--- src/rtl/core/css_pkg.sv ---
// ----------------------------------------------------------------------------
// css_pkg
// shared types and constants of the closest subarray sum search
// ----------------------------------------------------------------------------
`default_nettype none

package css_pkg;

  localparam int MaxLen    = 1024;
  localparam int ElemWidth = 16;
  localparam int IdxW      = $clog2(MaxLen + 1);
  localparam int PosW      = 11;
  localparam int SumW      = 27;
  localparam int TgtW      = 30;
  localparam int BestW     = 26;
  localparam int QDepth    = 2;

  typedef enum logic [1:0] {
    ReqClear  = 2'd0,
    ReqAppend = 2'd1,
    ReqQuery  = 2'd2,
    ReqNone   = 2'd3
  } req_e;

  // classified command passed from front to back
  typedef struct packed {
    req_e                  op;
    logic signed [SumW-1:0] psum;
    logic [IdxW-1:0]       idx;
    logic [TgtW-1:0]       tgt;
  } cmd_t;

endpackage

`default_nettype wire

--- src/rtl/core/css_front.sv ---
// ----------------------------------------------------------------------------
// css_front
// accepts requests, keeps running total and count, queues commands
// ----------------------------------------------------------------------------
`default_nettype none

module css_front (
  input  wire                      clk_i,
  input  wire                      rst_ni,
  input  wire  [1:0]               req_type_i,
  input  wire  signed [15:0]       element_value_i,
  input  wire  [29:0]              target_i,
  input  wire                      valid_i,
  output logic                     ready_o,
  output css_pkg::cmd_t            cmd_o,
  output logic                     cmd_valid_o,
  input  wire                      cmd_ready_i
);

  css_pkg::cmd_t                          q_mem [css_pkg::QDepth];
  logic                                   wp_q, rp_q;
  logic [1:0]                             cnt_q;
  logic [css_pkg::IdxW-1:0]               count_q;
  logic signed [css_pkg::SumW-1:0]        total_q;
  logic                                   push, pop, drop;
  css_pkg::cmd_t                          cmd;
  logic signed [css_pkg::SumW-1:0]        nsum;

  assign ready_o     = (cnt_q != 2'd2);
  assign cmd_valid_o = (cnt_q != 2'd0);
  assign cmd_o       = q_mem[rp_q];
  assign pop         = cmd_valid_o && cmd_ready_i;

  // classify request
  always_comb begin
    nsum     = total_q + css_pkg::SumW'(element_value_i);
    cmd.op   = css_pkg::req_e'(req_type_i);
    cmd.psum = nsum;
    cmd.idx  = count_q + 1'b1;
    cmd.tgt  = target_i;
    drop     = (cmd.op == css_pkg::ReqNone) ||
               (cmd.op == css_pkg::ReqAppend &&
                count_q == css_pkg::IdxW'(css_pkg::MaxLen));
    push     = valid_i && ready_o && !drop;
  end

  always_ff @(posedge clk_i) begin
    if (push) q_mem[wp_q] <= cmd;
  end

  always_ff @(posedge clk_i or negedge rst_ni) begin
    if (!rst_ni) begin
      wp_q <= 1'b0; rp_q <= 1'b0; cnt_q <= 2'd0;
      count_q <= '0; total_q <= '0;
    end else begin
      if (push) wp_q <= ~wp_q;
      if (pop) rp_q <= ~rp_q;
      cnt_q <= cnt_q + {1'b0, push} - {1'b0, pop};
      if (push && cmd.op == css_pkg::ReqClear) begin
        count_q <= '0; total_q <= '0;
      end else if (push && cmd.op == css_pkg::ReqAppend) begin
        count_q <= cmd.idx; total_q <= nsum;
      end
    end
  end

endmodule

`default_nettype wire

--- config.mk ---
export PLATFORM = sky130hd
export DESIGN_NAME = css_front
export DESIGN_NICKNAME = d
export VERILOG_FILES = /design/src/rtl/core/css_pkg.sv /design/src/rtl/core/css_front.sv
export SDC_FILE = /design/constraint.sdc
export NUM_CORES = 1
export LEC_CHECK = 0
export BUFFER_PORTS_ARGS = -buffer_cell sky130_fd_sc_hd__buf_2
export CORE_MARGIN = 4
export CORE_UTILIZATION = 40
export DETAILED_ROUTE_END_ITERATION = 8
export PLACE_DENSITY_LB_ADDON = 0.05
export SLEW_MARGIN = 20
export SYNTH_ARGS = -nofsm -noshare
export SYNTH_HDL_FRONTEND = slang
export SYNTH_SLANG_ARGS = --single-unit
--- constraint.sdc ---
create_clock -name clk_i -period 12 [get_ports clk_i]
set_input_delay 0.6 -clock clk_i [delete_from_list [all_inputs] [get_ports clk_i]]
set_output_delay 0.6 -clock clk_i [all_outputs]
set_load 0.005 [all_outputs]
==> flow_metrics.env, run 1 <==
export IMPL_outcome="finished, final reports clean"
export IMPL_ios=124
export IMPL_post_route_period_util=0.275
export IMPL_final_core_util=0.485
export IMPL_cts_hold_fix_buffers=0
export IMPL_synth_top_area_cell="edfxtp_1"
export IMPL_critPathKind="reg2reg"
export IMPL_clock_sinks=182
export IMPL_r2r_end="q_mem[0][57]$_DFFE_PP_"
export IMPL_grt_total_usage=0.154
export IMPL_gp_congestion=0.885
export IMPL_drt_pass1_iterations=4
export IMPL_timing_fmax_mhz=303
export IMPL_grt_start_max_net_pins=62
export IMPL_globalRouteOverflowTotal=0
export IMPL_r2r_slack_ps=8700
export IMPL_nFillCells=1842
export IMPL_nNetsFinal=830
export IMPL_crit_path_end_kind="flop"
export IMPL_worstPathRequired_ps=12050
export IMPL_fin_skew_ps=10.8
export IMPL_synthesis_instances=624
export IMPL_cts_setup_buffers=0
export IMPL_wire_per_inst_um=17.5
export IMPL_clk_path_buf_depth=2
export IMPL_ir_drop_v=0.000103
export IMPL_maxCapViolCount=0
export IMPL_syn_num_nets=707
export IMPL_p_leak_nw=3.89
export IMPL_diodes=0
export IMPL_fin_crit_ps=3300
export IMPL_hold_ws_ps=248
export IMPL_rsz0062_at_grt="false"
export IMPL_h_tree_depth=4
export IMPL_grt_pass1_vias=5493
export IMPL_cts_buffers=17
export IMPL_initial_core_util=0.412
export IMPL_wirelength_um=18100
export IMPL_grt_pass1_wl_um=29100
export IMPL_top_layer="met4"
export IMPL_final_layout_size_suffix_gt1_frac=0.321
export IMPL_fp_dieArea_um2=23500
export IMPL_cp_start_kind="flop"
export IMPL_synth_top_cells_by_area="edfxtp_1, dfrtp_1, mux2_2"
export IMPL_setup_tns_ps=0
export IMPL_portBuffers=123
export IMPL_clkLatencyLatePin_ps=420
export IMPL_die_h_um=153
export IMPL_r2r_start="count_q[0]$_DFFE_PN0P_"
export IMPL_clkTransAtPathRegs_ps=70
export IMPL_ctsResizeCount=0
export IMPL_drt_met1_wl_um=8630
export IMPL_tightest_slew_ps=1030
export IMPL_multi_input_area_um2=3050
export IMPL_fp_coreArea_um2=20500
export IMPL_finalHoldViolCount=0
export IMPL_drv_slew=0
export IMPL_yosysUniqueCellTypes=54
export IMPL_final_cell_mix="edfxtp_1, buf_2, mux2_2"
export IMPL_seq_area_frac_synth=0.622
export IMPL_drt_iter0_markers=282
export IMPL_postRouteAntennaNets=0
export IMPL_synth_area_um2=8450
export IMPL_maxSlewHeadroom=0.312
export IMPL_synth_edf_count=140
export IMPL_dominantRegCellSynth="edfxtp_1"
export IMPL_wl_met2_um=8510
export IMPL_seq_area_um2=5260
export IMPL_r2r_cells=8
export IMPL_async_flop_share=0.231
export IMPL_antenna_found_initial=0
export IMPL_mostFrequentLayoutCell="edfxtp_1"
export IMPL_die_w_um=153
export IMPL_cts_tree="done"
export IMPL_wl_met3_um=790
export IMPL_yosys_warnings=0
export IMPL_cp_max_fo=45
export IMPL_vias=5372
export IMPL_routed_via_density=5.22
export IMPL_setup_viol=0
export IMPL_powerDensity_nw_per_um2=247
export IMPL_hold_path_class="in2async"
export IMPL_std_cell_rows=52
export IMPL_dp_hpwl_um=12300
export IMPL_area_growth_pct=17.7
export IMPL_yosysTopAreaCellShare=0.498
export IMPL_clockRootBuffer="clkbuf_16"
export IMPL_drc_errors=0
export IMPL_cp_arrival_ps=3350
export IMPL_synth_seq_cells=182
export IMPL_syn_area_per_cell_um2=13.5
-- flip-flops by register name, indices dropped and copies added, names as in the netlist --
signal / count
rp_q: 1
total_q: 27
wp_q: 1
q_mem: 140
cnt_q: 2
count_q: 11
-- report_power, final --
part | switching, mW | internal, mW
Combinational | 0.519 | 0.413
Sequential | 0.0781 | 0.915
Clock | 0.250 | 0.279
Total | 0.847 | 1.61
-- cells by family after synthesis --
logic type / after synthesis / share of synthesized area
AOI/OAI and AO/OA: 121 / 0.0976
and+or+nand+nor: 143 / 0.0850
muxes: 70 / 0.0933
buffers and inverters: 42 / 0.0187
DFF: 182 / 0.622
xor gates and xnor gates: 35 / 0.0363
adders and majority gates: 31 / 0.0468
-- layout make-up --
type,instances,share of cell area
timing repair buffer,129,0.0665
clock inverter,14,0.0132
clock buffer,18,0.0442
sequential,182,0.529
tap,270,0.0340
multi-input combinational,400,0.307
inverter,17,0.00642
-- metal layers --
metal | vias to the layer above | track usage
li1 | 2602 | -
met1 | 2644 | 0.214
met2 | 115 | 0.246
met3 | 11 | 0.0336
met4 | 0 | 0.0441
met5 | - | 0
-- Yosys cell counts, types with 2 or more instances --
cell,count
edfxtp_1,140
mux2_2,70
nand2_1,59
dfrtp_1,42
ha_1,30
a21oi_1,26
o21ai_0,26
clkbuf_1,23
xnor2_1,22
nand3_1,20
nor2_1,17
inv_1,16
a22o_1,14
xor2_1,13
nor3_1,8
a21o_1,7
o31ai_1,7
or3_1,6
and2_1,5
nand4_1,5
o21a_1,5
a211o_1,4
nand2b_1,4
o211ai_1,4
o21bai_1,4
a21boi_0,3
a31oi_1,3
nor4_1,3
a2111oi_0,2
a32o_1,2
and2_2,2
and3_1,2
buf_1,2
nor4b_1,2
o2111ai_1,2
o31a_1,2
o32a_1,2
o41ai_1,2
or2_2,2
or4_4,2
-- metrics by stage --
stage	area [um2]	instances	worst slack, ps	total power, mW
after floorplan	8450	624	7280	1.64
after global placement	9370	998	8690	1.93
after detailed placement	9370	998	8630	1.95
after CTS	9940	1030	8630	2.49
after global routing	9940	1030	8430	2.63
final	9940	1030	8700	2.46
-- critical path, stage by stage (launching register included) --
cell     delay (ps)
dfrtp_1         420
inv_1            90
ha_1            190
nor4b_1         150
and4b_1         220
o21ai_0         140
nand3_1         270
nor2_4          720
buf_4           650
-- how the worst max path moves through the flow --
stage | to | startpoint | slack, ps | depth (start not counted)
floorplan | q_mem[0][0]$_DFFE_PP_ | count_q[0]$_DFFE_PN0P_ | 7280 | 7
global placement | q_mem[0][61]$_DFFE_PP_ | element_value_i[0] | 8690 | 11
detailed placement | q_mem[0][67]$_DFFE_PP_ | element_value_i[0] | 8630 | 11
CTS | q_mem[0][57]$_DFFE_PP_ | count_q[0]$_DFFE_PN0P_ | 8630 | 8
global route | q_mem[0][57]$_DFFE_PP_ | count_q[0]$_DFFE_PN0P_ | 8430 | 8
finish | q_mem[0][57]$_DFFE_PP_ | count_q[0]$_DFFE_PN0P_ | 8700 | 8
(Power assumes the default switching activity.)
==> inputs of run 2 (changes only) <==
ABC_AREA = 1   (was unset)
clock period = 2.8 ns   (was 12 ns; I/O delays follow)
==> run 2 against run 1 <==
Total power increased to 4.6 times the previous value. Worst setup slack got worse by 8100 ps. Maximum frequency rose by 53%. Hold slack got worse by 170 ps. Synthesized cell count grew 60%. Global-route usage increased by 1.9 points. Sequential share of layout area decreased by 5.2 points. First-iteration DRC count rose by 33%. Via count grew 23%. Routed wire length is 17% higher. Utilization rose by 1.4 points. Clock skew increased by 5.4 ps.
==> flow_metrics.env, run 2 <==
export IMPL_cp_depth=8
export IMPL_crit_path_end_kind="flop"
export IMPL_cp_arrival_ps=2220
export IMPL_fin_skew_ps=16.2
export IMPL_outcome="finished, final reports clean"
export IMPL_timing_fmax_mhz=464
export IMPL_place_ws_ps=644
export IMPL_powerDensity_nw_per_um2=1030
export IMPL_clock_sinks=182
export IMPL_netlist_top_cells_count="nand2_1, edfxtp_1, inv_1, dfrtp_1, nand3_1"
export IMPL_yosysTopAreaCellShare=0.462
export IMPL_worstPathRequired_ps=2870
export IMPL_crit_chain="inv_1 -> ha_1 -> nand2_1 -> nor2_1 -> nand4_1 -> nand3_1 -> nor2_4 -> buf_4"
export IMPL_synth_edf_count=140
export IMPL_setup_ws_ps=646
export IMPL_wire_per_inst_um=14.5
export IMPL_largestRegisters="q_mem (140), total_q (27), count_q (11)"
export IMPL_maxSlewHeadroom=0.465
export IMPL_drv_slew=0
export IMPL_mostFrequentLayoutCell="nand2_1"
export IMPL_dominantRegCellSynth="edfxtp_1"
export IMPL_synthesis_instances=1000
export IMPL_dp_hpwl_um=14900
export IMPL_fp_dieArea_um2=25200
export IMPL_yosys_warnings=0
export IMPL_std_cell_rows=54
export IMPL_final_core_util=0.499
export IMPL_fp_coreArea_um2=22100
export IMPL_final_layout_size_suffix_gt1_frac=0.179
export IMPL_max_stage_delay_ps=420
export IMPL_fin_crit_ps=2150
export IMPL_path_delay_family="simple AND/OR/NAND/NOR gates"
export IMPL_cp_max_fo=31
export IMPL_die_h_um=159
export IMPL_routed_via_density=4.55
export IMPL_finalHoldViolCount=0
export IMPL_clkTransAtPathRegs_ps=70
export IMPL_diodes=0
export IMPL_vias=6633
export IMPL_hold_path_class="in2reg"
export IMPL_synth_top_cells_by_area="edfxtp_1, nand2_1, dfrtp_1"
export IMPL_synth_area_um2=9100
export IMPL_h_tree_depth=4
export IMPL_async_flop_share=0.231
export IMPL_globalRouteOverflowTotal=0
export IMPL_synth_most_common_cell="nand2_1"
export IMPL_final_cell_mix="nand2_1, edfxtp_1, buf_2"
export IMPL_yosysUniqueCellTypes=33
export IMPL_cts_tree="done"
export IMPL_drt_pass1_iterations=4
export IMPL_area_growth_pct=21.1
export IMPL_maxCapViolCount=0
export IMPL_clkLatencyLatePin_ps=430
export IMPL_seq_area_frac_synth=0.577
export IMPL_portBuffers=123
export IMPL_hold_depth=3
export IMPL_die_w_um=159
export IMPL_syn_area_per_cell_um2=9.10
export IMPL_cts_buffers=17
export IMPL_clockRootBuffer="clkbuf_16"
export IMPL_regMostFlops="q_mem"
export IMPL_cp_start_kind="flop"
export IMPL_synth_top_area_cell="edfxtp_1"
export IMPL_ios=124
export IMPL_rsz0062_at_grt="false"
export IMPL_initial_core_util=0.412
export IMPL_path_buf_inv=2
export IMPL_grt_pass1_vias=6681
export IMPL_post_route_period_util=0.769
export IMPL_largest_reg_flops=140
export IMPL_grt_total_usage=0.173
export IMPL_setup_viol=0
export IMPL_tightest_slew_ps=803
export IMPL_drt_iter0_markers=376
export IMPL_r2r_slack_ps=650
export IMPL_clk_path_buf_depth=2
export IMPL_critPathKind="reg2reg"
export IMPL_nNetsFinal=1247
export IMPL_drc_errors=0
export IMPL_stdcell_area_um2=11000
export IMPL_postRouteAntennaNets=0
export IMPL_synth_seq_cells=182
export IMPL_place_area_um2=10100
export IMPL_setup_tns_ps=0
export IMPL_p_leak_nw=5.38
export IMPL_ctsResizeCount=0
export IMPL_grt_start_max_net_pins=71
export IMPL_gp_congestion=0.822
export IMPL_slowest_stage="dfrtp_1"
export IMPL_ir_drop_v=0.000463
export IMPL_wirelength_um=21200
export IMPL_r2r_cells=8
export IMPL_grt_pass1_wl_um=35300
export IMPL_antenna_found_initial=0
export IMPL_syn_num_nets=1083
## run 2: layout make-up
class	instances	area (um2)
well taps	280	350
inverters	111	417
multi-input cells	685	3340
clock buffers	17	425
flip-flops and latches	182	5260
fillers	2112	11100
clock inverters	15	179
repair buffers	167	1060
## run 2: path summary, 6_finish.rpt
| check | startpoint | endpoint |
|---|---|---|
| max | count_q[0]$_DFFE_PN0P_ | q_mem[1][58]$_DFFE_PP_ |
| min | cmd_ready_i | rp_q$_DFFE_PN0P_ |
| min in group asynchronous | rst_ni | total_q[22]$_DFFE_PN0P_ |
| max in group asynchronous | rst_ni | rp_q$_DFFE_PN0P_ |
| max reg2reg | count_q[0]$_DFFE_PN0P_ | q_mem[1][58]$_DFFE_PP_ |
| min reg2reg | count_q[10]$_DFFE_PN0P_ | count_q[10]$_DFFE_PN0P_ |
## run 2: cells by family after synthesis
group	Yosys count	synth area share
AND/OR/NAND/NOR	609	0.278
adder cells (fa/ha/maj)	31	0.0434
flip-flops	182	0.577
AO/OA/AOI/OAI	16	0.00935
XOR/XNOR	29	0.0337
buffers and inverters	133	0.0579
## run 2: power by group
| part | internal, mW | switching (mW) | total [mW] | leakage, nW |
|---|---|---|---|---|
| registers | 3.91 | 0.249 | 4.16 | 1.84 |
| logic | 1.66 | 3.04 | 4.70 | 3.25 |
| clock network | 1.29 | 1.16 | 2.44 | 0.288 |
| total | 6.86 | 4.45 | 11.3 | 5.38 |
## run 2: tightest hold or removal path, stage by stage
cell     delay [ps]
buf_2           100
nand2_1         140
xor2_1           80
## run 2: per-stage QoR
stage | hold WS [ps] | total power, mW | instances
floorplan | -156 | 7.28 | 1000
global placement | 331 | 8.95 | 1392
detailed placement | 332 | 8.98 | 1392
CTS | 65.1 | 11.5 | 1457
global route | 82.2 | 12.3 | 1457
finish | 79.1 | 11.3 | 1457
## run 2: routing by layer
layer  up-vias  global-route usage  routed length, um
met1      3035               0.237              10300
met5         -                   0                  0
met2       106               0.286               9890
met4         0              0.0426                217
met3        15              0.0353                787
li1       3477                   -                  -
## run 2: timing repair
item,in CTS,in global routing
buffers inserted,0,0
hold buffers,33,0
hold endpoints to repair,106,0
==> inputs of run 3 (changes only) <==
ABC_AREA = 0   (was 1)
clock period = 1.8 ns   (was 2.8 ns; I/O delays follow)
==> run 3 against run 2 <==
Count of clock-buffer cells in the layout unchanged. Sequential share of layout area shrank 7.9 points. Clock power grew 46%. Routed wire length rose by 14%. Maximum frequency fell by 22%. Critical endpoint is now q_mem[1][61]$_DFFE_PP_. Largest cell class unchanged. Final cell count is 14% lower. The flow now finishes with violations (negative setup slack).
==> flow_metrics.env, run 3 (synthesis results as in run 1) <==
export IMPL_powerDensity_nw_per_um2=1630
export IMPL_final_cell_mix="edfxtp_1, buf_2, buf_4"
export IMPL_globalRouteOverflowTotal=0
export IMPL_cts_buffers=17
export IMPL_regMostFlops="q_mem"
export IMPL_vias=6392
export IMPL_fin_crit_ps=2780
export IMPL_maxCapViolCount=0
export IMPL_finalHoldViolCount=0
export IMPL_seqPwrFrac=0.305
export IMPL_h_tree_depth=4
export IMPL_mostFrequentLayoutCell="edfxtp_1"
export IMPL_initial_core_util=0.412
export IMPL_ir_drop_v=0.000875
export IMPL_std_cell_rows=52
export IMPL_clkLatencyLatePin_ps=430
export IMPL_wire_per_inst_um=19.4
export IMPL_p_sw_frac=0.345
export IMPL_largest_reg_flops=140
export IMPL_antenna_found_initial=0
export IMPL_grt_total_usage=0.202
export IMPL_nNetsFinal=1048
export IMPL_clockRootBuffer="clkbuf_16"
export IMPL_clock_sinks=182
export IMPL_timing_fmax_mhz=360
export IMPL_dp_cells=1121
export IMPL_grt_start_max_net_pins=25
export IMPL_cp_arrival_ps=2960
export IMPL_critPathKind="reg2reg"
export IMPL_dp_hpwl_um=14900
export IMPL_setup_ws_ps=-976
export IMPL_p_switching_mw=7.44
export IMPL_routed_via_density=5.12
export IMPL_grt_pass1_wl_um=36900
export IMPL_place_area_um2=10700
export IMPL_fp_coreArea_um2=20500
export IMPL_p_leak_nw=5.42
export IMPL_setup_viol=224
export IMPL_fin_skew_ps=8.91
export IMPL_crit_chain="ha_2 -> inv_2 -> fa_2 -> nor2b_4 -> o31a_1 -> o311a_1 -> nor4_4 -> buf_4 -> nor4_2 -> or4_4 -> and2_4"
export IMPL_place_ws_ps=-1060
export IMPL_path_buf_inv=2
export IMPL_worstPathRequired_ps=1990
export IMPL_area_growth_pct=56.4
export IMPL_rsz0062_at_grt="true"
export IMPL_r2r_slack_ps=-980
export IMPL_outcome="finished with violations"
export IMPL_clkTransAtPathRegs_ps=70
export IMPL_post_route_period_util=1.54
export IMPL_stdcell_area_um2=13200
export IMPL_p_clk_frac=0.165
export IMPL_hold_path_class="in2reg"
export IMPL_gp_congestion=0.848
export IMPL_maxSlewHeadroom=0.623
export IMPL_largestRegisters="q_mem (140), total_q (27), count_q (11)"
export IMPL_final_core_util=0.644
export IMPL_fp_dieArea_um2=23500
export IMPL_diodes=0
export IMPL_cp_max_fo=3
export IMPL_combPwrFrac=0.529
export IMPL_clk_path_buf_depth=2
export IMPL_drt_iter0_markers=262
export IMPL_crit_path_end_kind="flop"
export IMPL_fin_cells=1248
export IMPL_cp_start_kind="flop"
export IMPL_postRouteAntennaNets=0
export IMPL_cts_tree="done"
export IMPL_drt_pass1_iterations=4
export IMPL_drv_slew=0
export IMPL_portBuffers=123
export IMPL_path_delay_family="simple AND/OR/NAND/NOR gates"
export IMPL_ios=124
export IMPL_setup_tns_ps=-91590
export IMPL_slowest_stage="or4_4"
export IMPL_max_stage_delay_ps=490
export IMPL_die_w_um=153
export IMPL_die_h_um=153
export IMPL_tightest_slew_ps=565
export IMPL_wirelength_um=24200
export IMPL_grt_pass1_vias=6703
export IMPL_drc_errors=0
export IMPL_violations="negative setup slack"
export IMPL_final_layout_size_suffix_gt1_frac=0.555
export IMPL_p_int_mw=14.1
## run 3: cell count changes in the layout (fill, tap and decap cells not counted), moves of 12 or more
cell     delta
o21ai_2    +12
buf_4     +111
mux2_2     +70
nand2_1   -434
inv_1      -96
nand3_1    -21
buf_6      +26
nor2_1     -17
ha_1       -17
buf_12     +24
ha_4       +15
a22o_1     +14
## run 3: power groups by stage
stage,logic [mW],registers (mW),clock network (mW)
3_3_place_gp,8.50,6.62,0
4_1_cts,10.8,6.57,3.65
6_report,11.4,6.58,3.56
3_5_place_dp,8.62,6.69,0
5_1_grt,12.3,6.68,3.86
2_1_floorplan,5.17,6.50,0
## run 3: metrics by stage
stage	hold slack, ps	power (mW)
finish	39.5	21.5
floorplan	-206	11.7
global route	24.7	22.9
CTS	17.3	21.0
global placement	116	15.1
detailed placement	117	15.3
## run 3: cell type report
| class | instances | area (um2) |
|---|---|---|
| clock inverters | 15 | 139 |
| clock buffers | 17 | 425 |
| multi-input cells | 400 | 3870 |
| inverters | 17 | 63.8 |
| fillers | 1541 | 7290 |
| repair buffers | 347 | 3110 |
| flip-flops and latches | 182 | 5260 |
| well taps | 270 | 338 |
## run 3: layer usage
layer	GRT usage	vias to the layer above	share of wire
met5	0	-	0
met4	0.0598	0	0.010
met3	0.0328	19	0.039
met2	0.341	120	0.51
met1	0.270	3201	0.44
li1	-	3052	-
## run 3: what timing repair did
action | 4_1_cts | 5_1_grt
setup endpoints to repair | 282 | 227
endpoints found under the hold margin | 80 | 0
setup buffers | 37 | 16
hold buffers | 32 | 0
pin swaps | 38 | 44
gates resized for setup | 95 | 72
gates cloned | 16 | 5
## run 3: path summary, 6_finish.rpt
path	startpoint	to	cells after the start
max	total_q[0]$_DFFE_PN0P_	q_mem[1][61]$_DFFE_PP_	11
min	element_value_i[0]	q_mem[1][41]$_DFFE_PP_	2
max reg2reg	total_q[0]$_DFFE_PN0P_	q_mem[1][61]$_DFFE_PP_	11
min reg2reg	total_q[2]$_DFFE_PN0P_	total_q[2]$_DFFE_PN0P_	2
max in group asynchronous	rst_ni	count_q[10]$_DFFE_PN0P_	3
min in group asynchronous	rst_ni	total_q[14]$_DFFE_PN0P_	2
